<file path="src/sv/sma_pkg.sv">
// Shared types and constants for the simple moving average block.
package sma_pkg;

    localparam int DEF_MAX_WINDOW = 64;
    localparam int SAMPLE_W       = 32;
    localparam int WLEN_W         = 7;
    localparam logic [WLEN_W-1:0] WLEN_RESET = 7'd3;

    // One input word as it travels from the front queue to the back end.
    typedef struct packed {
        logic signed [SAMPLE_W-1:0] sample;
        logic                       series_start;
    } t_sma_item;

    typedef enum logic [1:0] {
        S_IDLE,
        S_UPDATE,
        S_DIV,
        S_LOAD
    } t_sma_state;

endpackage

</file>
<file path="src/sv/simple_moving_average.sv">
// Top level of the simple moving average (boxcar) filter over Q16.16 samples.
//
//   Channel  | Direction | Handshake               | Word
//   ---------+-----------+-------------------------+--------------------------------
//   input    | in        | i_valid / o_stall       | i_sample, i_series_start
//   result   | out       | o_valid / i_stall       | o_average
//   config   | in        | i_cfg_valid / o_cfg_ready | i_cfg_data (window length)
//
// A word that fills or keeps a full window then goes through the one-bit-per-cycle divider
// on the window sum and on to the result register.
// A word that yields no result takes the ring read, then the ring write and update.
// Reset clears the window state and sets the window length to 3; the ring needs no clearing.
// A stalled result is held while the two-entry input queue keeps taking words until it is full.
module simple_moving_average #(
    parameter int MAX_WINDOW = sma_pkg::DEF_MAX_WINDOW
) (
    input  logic                                 i_clk,
    input  logic                                 i_rst_n,
    input  logic                                 i_valid,
    output logic                                 o_stall,
    input  logic signed [sma_pkg::SAMPLE_W-1:0]  i_sample,
    input  logic                                 i_series_start,
    output logic                                 o_valid,
    input  logic                                 i_stall,
    output logic signed [sma_pkg::SAMPLE_W-1:0]  o_average,
    input  logic                                 i_cfg_valid,
    output logic                                 o_cfg_ready,
    input  logic [sma_pkg::WLEN_W-1:0]           i_cfg_data
);
    import sma_pkg::*;

    logic [WLEN_W-1:0] r_window_len;
    logic              w_cfg_write;
    t_sma_item         w_in_item;
    t_sma_item         w_q_item;
    logic              w_q_valid;
    logic              w_q_pop;

    assign o_cfg_ready = 1'b1;
    assign w_cfg_write = i_cfg_valid && o_cfg_ready;

    always_ff @(posedge i_clk) begin
        if (!i_rst_n) begin
            r_window_len <= WLEN_RESET;
        end else if (w_cfg_write) begin
            r_window_len <= i_cfg_data;
        end
    end

    assign w_in_item.sample       = i_sample;
    assign w_in_item.series_start = i_series_start;

    sma_front u_front (
        .i_clk        (i_clk),
        .i_rst_n      (i_rst_n),
        .i_valid      (i_valid),
        .o_stall      (o_stall),
        .i_item       (w_in_item),
        .o_item_valid (w_q_valid),
        .o_item       (w_q_item),
        .i_pop        (w_q_pop)
    );

    sma_back #(
        .MAX_WINDOW (MAX_WINDOW)
    ) u_back (
        .i_clk        (i_clk),
        .i_rst_n      (i_rst_n),
        .i_window_len (r_window_len),
        .i_cfg_write  (w_cfg_write),
        .i_item_valid (w_q_valid),
        .i_item       (w_q_item),
        .o_pop        (w_q_pop),
        .o_valid      (o_valid),
        .i_stall      (i_stall),
        .o_average    (o_average)
    );

endmodule

</file>
<file path="src/sv/sma_ram.sv">
// Generic single-write, single-read RAM with registered read data.
module sma_ram #(
    parameter int WIDTH = 32,
    parameter int DEPTH = 64
) (
    input  logic                     i_clk,
    input  logic                     i_we,
    input  logic [$clog2(DEPTH)-1:0] i_waddr,
    input  logic [WIDTH-1:0]         i_wdata,
    input  logic                     i_re,
    input  logic [$clog2(DEPTH)-1:0] i_raddr,
    output logic [WIDTH-1:0]         o_rdata
);

    logic [WIDTH-1:0] r_mem [DEPTH];
    logic [WIDTH-1:0] r_rdata;

    always_ff @(posedge i_clk) begin
        if (i_we) begin
            r_mem[i_waddr] <= i_wdata;
        end
        if (i_re) begin
            r_rdata <= r_mem[i_raddr];
        end
    end

    assign o_rdata = r_rdata;

endmodule

</file>
<file path="src/sv/sma_front.sv">
// Front end: two-entry queue that takes input words and hands them to the back end.
module sma_front (
    input  logic                i_clk,
    input  logic                i_rst_n,
    input  logic                i_valid,
    output logic                o_stall,
    input  sma_pkg::t_sma_item  i_item,
    output logic                o_item_valid,
    output sma_pkg::t_sma_item  o_item,
    input  logic                i_pop
);
    import sma_pkg::*;

    t_sma_item   r_entry [2];
    logic        r_wr_ptr;
    logic        r_rd_ptr;
    logic [1:0]  r_count;
    logic        w_push;
    logic        w_pop;

    assign o_stall      = (r_count == 2'd2);
    assign w_push       = i_valid && !o_stall;
    assign w_pop        = i_pop && (r_count != 2'd0);
    assign o_item_valid = (r_count != 2'd0);
    assign o_item       = r_entry[r_rd_ptr];

    always_ff @(posedge i_clk) begin
        if (w_push) begin
            r_entry[r_wr_ptr] <= i_item;
        end
    end

    always_ff @(posedge i_clk) begin
        if (!i_rst_n) begin
            r_wr_ptr <= 1'b0;
            r_rd_ptr <= 1'b0;
            r_count  <= 2'd0;
        end else begin
            if (w_push) begin
                r_wr_ptr <= !r_wr_ptr;
            end
            if (w_pop) begin
                r_rd_ptr <= !r_rd_ptr;
            end
            case ({w_push, w_pop})
                2'b10:   r_count <= r_count + 2'd1;
                2'b01:   r_count <= r_count - 2'd1;
                default: r_count <= r_count;
            endcase
        end
    end

    a_count_range: assert property (@(posedge i_clk) disable iff (!i_rst_n)
        r_count != 2'd3)
        else $error("front queue count out of range");

    a_no_pop_empty: assert property (@(posedge i_clk) disable iff (!i_rst_n)
        (r_count == 2'd0) |-> !w_pop)
        else $error("front queue popped while empty");

    a_push_tracks: assert property (@(posedge i_clk) disable iff (!i_rst_n)
        (w_push && !w_pop) |=> (r_count == $past(r_count) + 2'd1))
        else $error("front queue count missed a push");

endmodule

</file>
<file path="src/sv/sma_div.sv">
// Restoring unsigned divider, one quotient bit per cycle.
module sma_div #(
    parameter int DIVIDEND_W = 38,
    parameter int DIVISOR_W  = 7
) (
    input  logic                  i_clk,
    input  logic                  i_rst_n,
    input  logic                  i_start,
    input  logic [DIVIDEND_W-1:0] i_dividend,
    input  logic [DIVISOR_W-1:0]  i_divisor,
    output logic                  o_done,
    output logic [DIVIDEND_W-1:0] o_quotient
);

    localparam int CNT_W = $clog2(DIVIDEND_W + 1);

    logic [DIVIDEND_W-1:0] r_quo;
    logic [DIVISOR_W-1:0]  r_rem;
    logic [DIVISOR_W-1:0]  r_div;
    logic [CNT_W-1:0]      r_cnt;
    logic                  r_busy;
    logic                  r_done;
    logic [DIVISOR_W:0]    w_shift;
    logic [DIVISOR_W:0]    w_diff;
    logic                  w_fits;

    // The remainder stays below the divisor, so the shifted value needs one extra bit.
    assign w_shift = {r_rem, r_quo[DIVIDEND_W-1]};
    assign w_diff  = w_shift - {1'b0, r_div};
    assign w_fits  = (w_shift >= {1'b0, r_div});

    always_ff @(posedge i_clk) begin
        if (i_start) begin
            r_quo <= i_dividend;
            r_rem <= '0;
            r_div <= i_divisor;
        end else if (r_busy) begin
            r_quo <= {r_quo[DIVIDEND_W-2:0], w_fits};
            r_rem <= w_fits ? w_diff[DIVISOR_W-1:0] : w_shift[DIVISOR_W-1:0];
        end
    end

    always_ff @(posedge i_clk) begin
        if (!i_rst_n) begin
            r_busy <= 1'b0;
            r_done <= 1'b0;
            r_cnt  <= '0;
        end else begin
            r_done <= 1'b0;
            if (i_start) begin
                r_busy <= 1'b1;
                r_cnt  <= CNT_W'(DIVIDEND_W);
            end else if (r_busy) begin
                r_cnt <= r_cnt - CNT_W'(1);
                if (r_cnt == CNT_W'(1)) begin
                    r_busy <= 1'b0;
                    r_done <= 1'b1;
                end
            end
        end
    end

    assign o_done     = r_done;
    assign o_quotient = r_quo;

    a_start_idle: assert property (@(posedge i_clk) disable iff (!i_rst_n)
        i_start |-> !r_busy)
        else $error("divider started while busy");

    a_done_pulse: assert property (@(posedge i_clk) disable iff (!i_rst_n)
        r_done |=> !r_done)
        else $error("divider done held longer than one cycle");

    a_busy_count: assert property (@(posedge i_clk) disable iff (!i_rst_n)
        r_busy |-> (r_cnt != '0))
        else $error("divider busy with no steps left");

endmodule

</file>
<file path="src/sv/sma_back.sv">
// Back end: window bookkeeping, sample ring, divide sequencing and result register.
module sma_back #(
    parameter int MAX_WINDOW = sma_pkg::DEF_MAX_WINDOW
) (
    input  logic                         i_clk,
    input  logic                         i_rst_n,
    input  logic [sma_pkg::WLEN_W-1:0]   i_window_len,
    input  logic                         i_cfg_write,
    input  logic                         i_item_valid,
    input  sma_pkg::t_sma_item           i_item,
    output logic                         o_pop,
    output logic                         o_valid,
    input  logic                         i_stall,
    output logic signed [sma_pkg::SAMPLE_W-1:0] o_average
);
    import sma_pkg::*;

    localparam int LEN_W  = $clog2(MAX_WINDOW + 1);
    localparam int SLOT_W = $clog2(MAX_WINDOW);
    localparam int SUM_W  = SAMPLE_W + $clog2(MAX_WINDOW);

    t_sma_state                  r_state;
    t_sma_state                  n_state;
    logic [SLOT_W-1:0]           r_write_slot;
    logic [LEN_W-1:0]            r_fill;
    logic [LEN_W-1:0]            n_fill;
    logic signed [SUM_W-1:0]     r_sum;
    logic signed [SUM_W-1:0]     n_sum;
    logic [SLOT_W-1:0]           r_slot;
    logic signed [SAMPLE_W-1:0]  r_sample;
    logic                        r_neg;
    logic                        r_out_valid;
    logic signed [SAMPLE_W-1:0]  r_average;

    logic [LEN_W-1:0]            w_len;
    logic [SLOT_W-1:0]           w_base_slot;
    logic [SLOT_W-1:0]           w_slot;
    logic [LEN_W-1:0]            w_slot_inc;
    logic                        w_full;
    logic                        w_emit;
    logic [SAMPLE_W-1:0]         w_ram_rdata;
    logic signed [SUM_W-1:0]     w_old_ext;
    logic signed [SUM_W-1:0]     w_new_ext;
    logic [SUM_W-1:0]            w_magnitude;
    logic                        w_pop;
    logic                        w_ram_we;
    logic                        w_div_start;
    logic                        w_load;
    logic                        w_div_done;
    logic [SUM_W-1:0]            w_quotient;
    logic [SAMPLE_W-1:0]         w_q_low;

    // A period of zero acts as one; a period above the ring size acts as the ring size.
    always_comb begin
        if (i_window_len == '0) begin
            w_len = LEN_W'(1);
        end else if (int'(i_window_len) > MAX_WINDOW) begin
            w_len = LEN_W'(MAX_WINDOW);
        end else begin
            w_len = LEN_W'(i_window_len);
        end
    end

    // Slot for a word leaving the queue; a series start begins again at slot zero.
    assign w_base_slot = i_item.series_start ? '0 : r_write_slot;
    assign w_slot      = (LEN_W'(w_base_slot) >= w_len) ? '0 : w_base_slot;

    assign w_full     = (r_fill >= w_len);
    assign w_slot_inc = LEN_W'(r_slot) + LEN_W'(1);
    assign w_old_ext  = signed'({{(SUM_W-SAMPLE_W){w_ram_rdata[SAMPLE_W-1]}}, w_ram_rdata});
    assign w_new_ext  = signed'({{(SUM_W-SAMPLE_W){r_sample[SAMPLE_W-1]}}, r_sample});
    assign n_fill     = w_full ? w_len : (r_fill + LEN_W'(1));
    assign n_sum      = r_sum - (w_full ? w_old_ext : '0) + w_new_ext;
    assign w_emit     = (n_fill == w_len);
    assign w_magnitude = n_sum[SUM_W-1] ? SUM_W'(-n_sum) : SUM_W'(n_sum);

    // Next state.
    always_comb begin
        n_state = r_state;
        case (r_state)
            S_IDLE: begin
                if (i_item_valid) begin
                    n_state = S_UPDATE;
                end
            end
            S_UPDATE: begin
                n_state = w_emit ? S_DIV : S_IDLE;
            end
            S_DIV: begin
                if (w_div_done) begin
                    n_state = S_LOAD;
                end
            end
            S_LOAD: begin
                if (!r_out_valid || !i_stall) begin
                    n_state = S_IDLE;
                end
            end
            default: n_state = S_IDLE;
        endcase
    end

    // State outputs.
    always_comb begin
        w_pop       = 1'b0;
        w_ram_we    = 1'b0;
        w_div_start = 1'b0;
        w_load      = 1'b0;
        case (r_state)
            S_IDLE: begin
                w_pop = i_item_valid;
            end
            S_UPDATE: begin
                w_ram_we    = 1'b1;
                w_div_start = w_emit;
            end
            S_LOAD: begin
                w_load = !r_out_valid || !i_stall;
            end
            default: begin
                w_pop = 1'b0;
            end
        endcase
    end

    always_ff @(posedge i_clk) begin
        if (!i_rst_n) begin
            r_state      <= S_IDLE;
            r_write_slot <= '0;
            r_fill       <= '0;
            r_sum        <= '0;
            r_out_valid  <= 1'b0;
        end else begin
            r_state <= n_state;
            if (i_cfg_write) begin
                r_write_slot <= '0;
                r_fill       <= '0;
                r_sum        <= '0;
            end else if (w_pop && i_item.series_start) begin
                r_fill <= '0;
                r_sum  <= '0;
            end else if (w_ram_we) begin
                r_fill       <= n_fill;
                r_sum        <= n_sum;
                r_write_slot <= (w_slot_inc >= w_len) ? '0 : SLOT_W'(w_slot_inc);
            end
            if (w_load) begin
                r_out_valid <= 1'b1;
            end else if (!i_stall) begin
                r_out_valid <= 1'b0;
            end
        end
    end

    always_ff @(posedge i_clk) begin
        if (w_pop) begin
            r_slot   <= w_slot;
            r_sample <= i_item.sample;
        end
        if (w_div_start) begin
            r_neg <= n_sum[SUM_W-1];
        end
        if (w_load) begin
            r_average <= r_neg ? signed'(-w_q_low) : signed'(w_q_low);
        end
    end

    assign w_q_low = w_quotient[SAMPLE_W-1:0];

    sma_ram #(
        .WIDTH (SAMPLE_W),
        .DEPTH (MAX_WINDOW)
    ) u_ring (
        .i_clk   (i_clk),
        .i_we    (w_ram_we),
        .i_waddr (r_slot),
        .i_wdata (r_sample),
        .i_re    (w_pop),
        .i_raddr (w_slot),
        .o_rdata (w_ram_rdata)
    );

    sma_div #(
        .DIVIDEND_W (SUM_W),
        .DIVISOR_W  (LEN_W)
    ) u_div (
        .i_clk      (i_clk),
        .i_rst_n    (i_rst_n),
        .i_start    (w_div_start),
        .i_dividend (w_magnitude),
        .i_divisor  (w_len),
        .o_done     (w_div_done),
        .o_quotient (w_quotient)
    );

    assign o_pop     = w_pop;
    assign o_valid   = r_out_valid;
    assign o_average = r_average;

    a_fill_bound: assert property (@(posedge i_clk) disable iff (!i_rst_n)
        r_fill <= w_len)
        else $error("fill count beyond the window length");

    a_slot_bound: assert property (@(posedge i_clk) disable iff (!i_rst_n)
        LEN_W'(r_write_slot) < w_len)
        else $error("write slot beyond the window length");

    a_result_full: assert property (@(posedge i_clk) disable iff (!i_rst_n)
        (r_state == S_LOAD) |-> (r_fill == w_len))
        else $error("result produced from a partial window");

    a_update_after_pop: assert property (@(posedge i_clk) disable iff (!i_rst_n)
        (r_state == S_UPDATE) |-> $past(w_pop))
        else $error("window update without a word taken from the queue");

endmodule
</file>
<file path="config.mk">
export PLATFORM = sky130hd
export DESIGN_NAME = simple_moving_average
export DESIGN_NICKNAME = d
export VERILOG_FILES = /design/src/sv/sma_pkg.sv /design/src/sv/simple_moving_average.sv /design/src/sv/sma_ram.sv /design/src/sv/sma_front.sv /design/src/sv/sma_div.sv /design/src/sv/sma_back.sv
export SDC_FILE = /design/constraint.sdc
export NUM_CORES = 2
export LEC_CHECK = 0
export ABC_CLOCK_PERIOD_IN_PS = 6500
export BUFFER_PORTS_ARGS = -buffer_cell sky130_fd_sc_hd__buf_4
export CAP_MARGIN = 20
export CORE_ASPECT_RATIO = 1.4
export CORE_MARGIN = 1
export CORE_UTILIZATION = 35
export DETAILED_ROUTE_END_ITERATION = 6
export GPL_TIMING_DRIVEN = 0
export SYNTH_ARGS = -nofsm -noshare
export SYNTH_HDL_FRONTEND = slang
export SYNTH_HIERARCHICAL = 1
export SYNTH_SLANG_ARGS = --single-unit
export TNS_END_PERCENT = 1
</file>
<file path="constraint.sdc">
create_clock -name i_clk -period 6.5 [get_ports i_clk]
set_input_delay 0.325 -clock i_clk [delete_from_list [all_inputs] [get_ports i_clk]]
set_output_delay 0.325 -clock i_clk [all_outputs]
set_load 0.05 [all_outputs]
</file>
==> impl_metrics.env <==
export IMPL_status="finished, violations left"
export IMPL_violations="design-rule violations"
export IMPL_final_cell_count_no_fill=9231
export IMPL_period_share=0.987
export IMPL_grt_ovfl_total=0
export IMPL_grt_max_degree=39
export IMPL_ir_worst_vdd_mv=0.375
export IMPL_num_io_pins=80
export IMPL_synth_edf_count=2262
export IMPL_filler_cell_count=23100
export IMPL_worst_setup_path_start_kind="register"
export IMPL_fin_tns_setup_ns=0
export IMPL_slew_violations=0
export IMPL_dp_cells=8736
export IMPL_wl_um=306000
export IMPL_hp_class="input pin to register"
export IMPL_final_cell_mix="2,262 x edfxtp_1, 544 x mux4_2, 222 x clkbuf_16"
export IMPL_synth_warnings=6
export IMPL_antenna_left=0
export IMPL_clk_insertion_delay_late_ns=0.90
export IMPL_clk_path_buf_depth=4
export IMPL_cts_buffers=219
export IMPL_antenna_found_initial=12
export IMPL_finalSetupViolCount=0
export IMPL_register_area_sq_mm=0.0696
export IMPL_die_x_um=442
export IMPL_cts_root_buf="clkbuf_16"
export IMPL_max_slew_margin=0.121
export IMPL_fin_nets=5686
export IMPL_coreArea_sq_mm=0.269
export IMPL_routed_via_density=5.71
export IMPL_fin_crit_ns=6.41
export IMPL_powerDensity_mw_per_mm2=409
export IMPL_dieArea_sq_mm=0.273
export IMPL_multi_input_area_sq_mm=0.0249
export IMPL_worstPathRequired_ns=7.13
export IMPL_path_clk_slew_ns=0.06
export IMPL_grt_pass1_wl_um=418000
export IMPL_route_vias_total=52700
export IMPL_cp_arrival_ns=7.05
export IMPL_final_util=0.424
export IMPL_max_slew_worst_pin_slew_ns=1.32
export IMPL_grt_setup_unrepaired="true"
export IMPL_cts_tree="built"
export IMPL_cts_max_level=4
export IMPL_initial_core_util=0.353
export IMPL_ys_flop_type="edfxtp_1"
export IMPL_crit_type="register to register"
export IMPL_synth_cell_type_count=89
export IMPL_crit_fanout=10
export IMPL_finalClockSkew_ns=0.0557
export IMPL_drt_pass1_iter_count=7
export IMPL_hold_viol_final=0
export IMPL_end_kind="register"
export IMPL_drt_iter0_markers=6646
export IMPL_synthesis_nets=5085
export IMPL_port_buffers=78
export IMPL_drv_cap=0
export IMPL_hpwl_um=214000
export IMPL_ys_seq_area_frac=0.732
export IMPL_leakage_nw=35.6
export IMPL_clock_sinks=2343
export IMPL_areaGrowthSynthToFinish_pct=20.2
export IMPL_grt_total_usage=0.220
export IMPL_wl_per_cell_um=33.2
export IMPL_ys_async_sr_fraction=0
export IMPL_fmax_ghz=0.156
export IMPL_grt_pass1_vias=53000
export IMPL_place_gp_congestion=0.881
export IMPL_synth_ff_latch_count=2343
export IMPL_final_common_cell="edfxtp_1"
export IMPL_die_h_um=618
export IMPL_synth_area_sq_mm=0.0950
export IMPL_synth_cells=4930
export IMPL_drive_above_1_share=0.290
export IMPL_drc=3
export IMPL_core_rowCount=225
export IMPL_synth_avg_cell_area_sq_um=19.3
==> kinds of logic (layout without fill, tap and decap cells) <==
kind of cell | after synthesis | count (layout) | share of synthesized area
AO/OA/AOI/OAI | 519 | 520 | 0.0363
XOR/XNOR | 124 | 124 | 0.0114
adder cells (fa/ha/maj) | 110 | 110 | 0.0175
buffers and inverters | 441 | 1217 | 0.0202
flip-flops | 2343 | 2343 | 0.732
multiplexers | 719 | 719 | 0.148
other | 1 | 7 | 0.0000395
AND/OR/NAND/NOR | 673 | 673 | 0.0339
==> power by group <==
group	internal, W	leakage (nW)	total (W)	switching, W
Sequential	0.0189	21.0	0.0197	0.000780
Clock	0.00714	3.39	0.0127	0.00560
Combinational	0.00555	11.2	0.0143	0.00873
Total	0.0316	35.6	0.0467	0.0151
==> final cells by class <==
cell class	instances	area share
tap	3518	0.0386
inverter	192	0.00634
antenna	6	0.000132
clock inverter	127	0.0104
multi-input combinational	2147	0.218
buffer	241	0.0139
clock buffer	270	0.0507
sequential	2343	0.609
timing repair buffer	387	0.0522
==> metrics by stage <==
| stage | cell area, sq um | hold WS (ns) | total power [W] | setup slack (ns) |
|---|---|---|---|---|
| floorplan | 95000 | 0.387 | 0.0272 | 0.210 |
| global placement | 100000 | 0.447 | 0.0310 | -4.53 |
| detailed placement | 105000 | 0.450 | 0.0324 | -2.19 |
| CTS | 113000 | 0.163 | 0.0460 | -0.0202 |
| global route | 114000 | 0.156 | 0.0484 | -0.118 |
| finish | 114000 | 0.173 | 0.0467 | 0.0872 |
==> final timing paths <==
| path | startpoint | end | slack [ns] | cells past startpoint |
|---|---|---|---|---|
| worst max-delay path | r_window_len[1] | u_back/u_div/o_quotient[31] | 0.09 | 27 |
| worst min register to register | u_back/r_sum[17] | u_back/r_sum[17] | 0.46 | 2 |
| worst min-delay path | i_sample[13] | u_front/r_entry[1][14] | 0.17 | 2 |
| worst max register to register | r_window_len[1] | u_back/u_div/o_quotient[31] | 0.09 | 27 |
==> flip-flops by register name (all words and copies together), names as in the netlist, 32 cells and up, named ones only <==
register	count
u_back/o_average	32
u_back/u_div/o_quotient	38
u_back/r_sample	32
u_back/u_ring/r_mem	2048
u_front/r_entry	66
u_back/r_sum	38
u_back/u_ring/o_rdata	32
==> critical path, stage by stage (launching register included) <==
cell and delay (ns):
dfxtp_2 0.35, nor3_2 0.19, a21oi_2 0.09, nor2_4 0.13, ha_1 0.24, nand2b_1 0.13
a21o_1 0.19, a21oi_2 0.13, o21ai_1 0.09, a31o_2 0.24, clkbuf_16 0.19, buf_4 0.17
and2_1 0.19, fa_1 0.49, buf_4 0.16, fa_2 0.41, nand2b_4 0.18, a21oi_4 0.24
o211ai_4 0.17, buf_4 0.18, a21o_1 0.16, and2_1 0.18, xnor2_2 0.17, or4_4 0.44
or4_4 0.54, o21ai_2 0.15, xnor2_1 0.08, mux2_2 0.27
==> repair_timing <==
action | in CTS | in global routing
endpoints found under the hold margin | 125 | 0
cloned | 1 | 0
pin swaps | 26 | 38
resized for setup | 235 | 143
buffers inserted | 19 | 20
hold buffers | 59 | 0
setup endpoints to repair | 85 | 67
==> metal layers <==
layer	routed length (um)	track usage	vias up
li1	-	-	21100
met1	103000	0.245	27900
met2	154000	0.381	2921
met3	25100	0.0418	798
met4	24200	0.153	4
met5	23	0	-
==> synth_stat cells, types with 17 or more instances <==
library cell  number  area [sq um]
fa_1              38           761
mux2_2            70           788
xor2_1            30           263
nand2_1          161           604
a22oi_1           20           150
o21ai_0           63           315
nand3_1           27           135
nor3_1            31           155
and2_1            41           257
buf_1             29           109
dfxtp_1           81          1620
ha_1              72           901
a21oi_1          154           771
o221ai_1          29           254
mux4_2           544         12300
inv_1            191           717
edfxtp_1        2262         67900
o22ai_1           85           532
a21o_1            17           128
nor2_1           246           923
nor2b_1           32           200
clkbuf_1         109           409
buf_2             75           375
xnor2_1           94           823
mux2i_1          105          1050
a211oi_1          18           135
nand2b_1          30           188
buf_4             26           195
(Power assumes the default switching activity.)
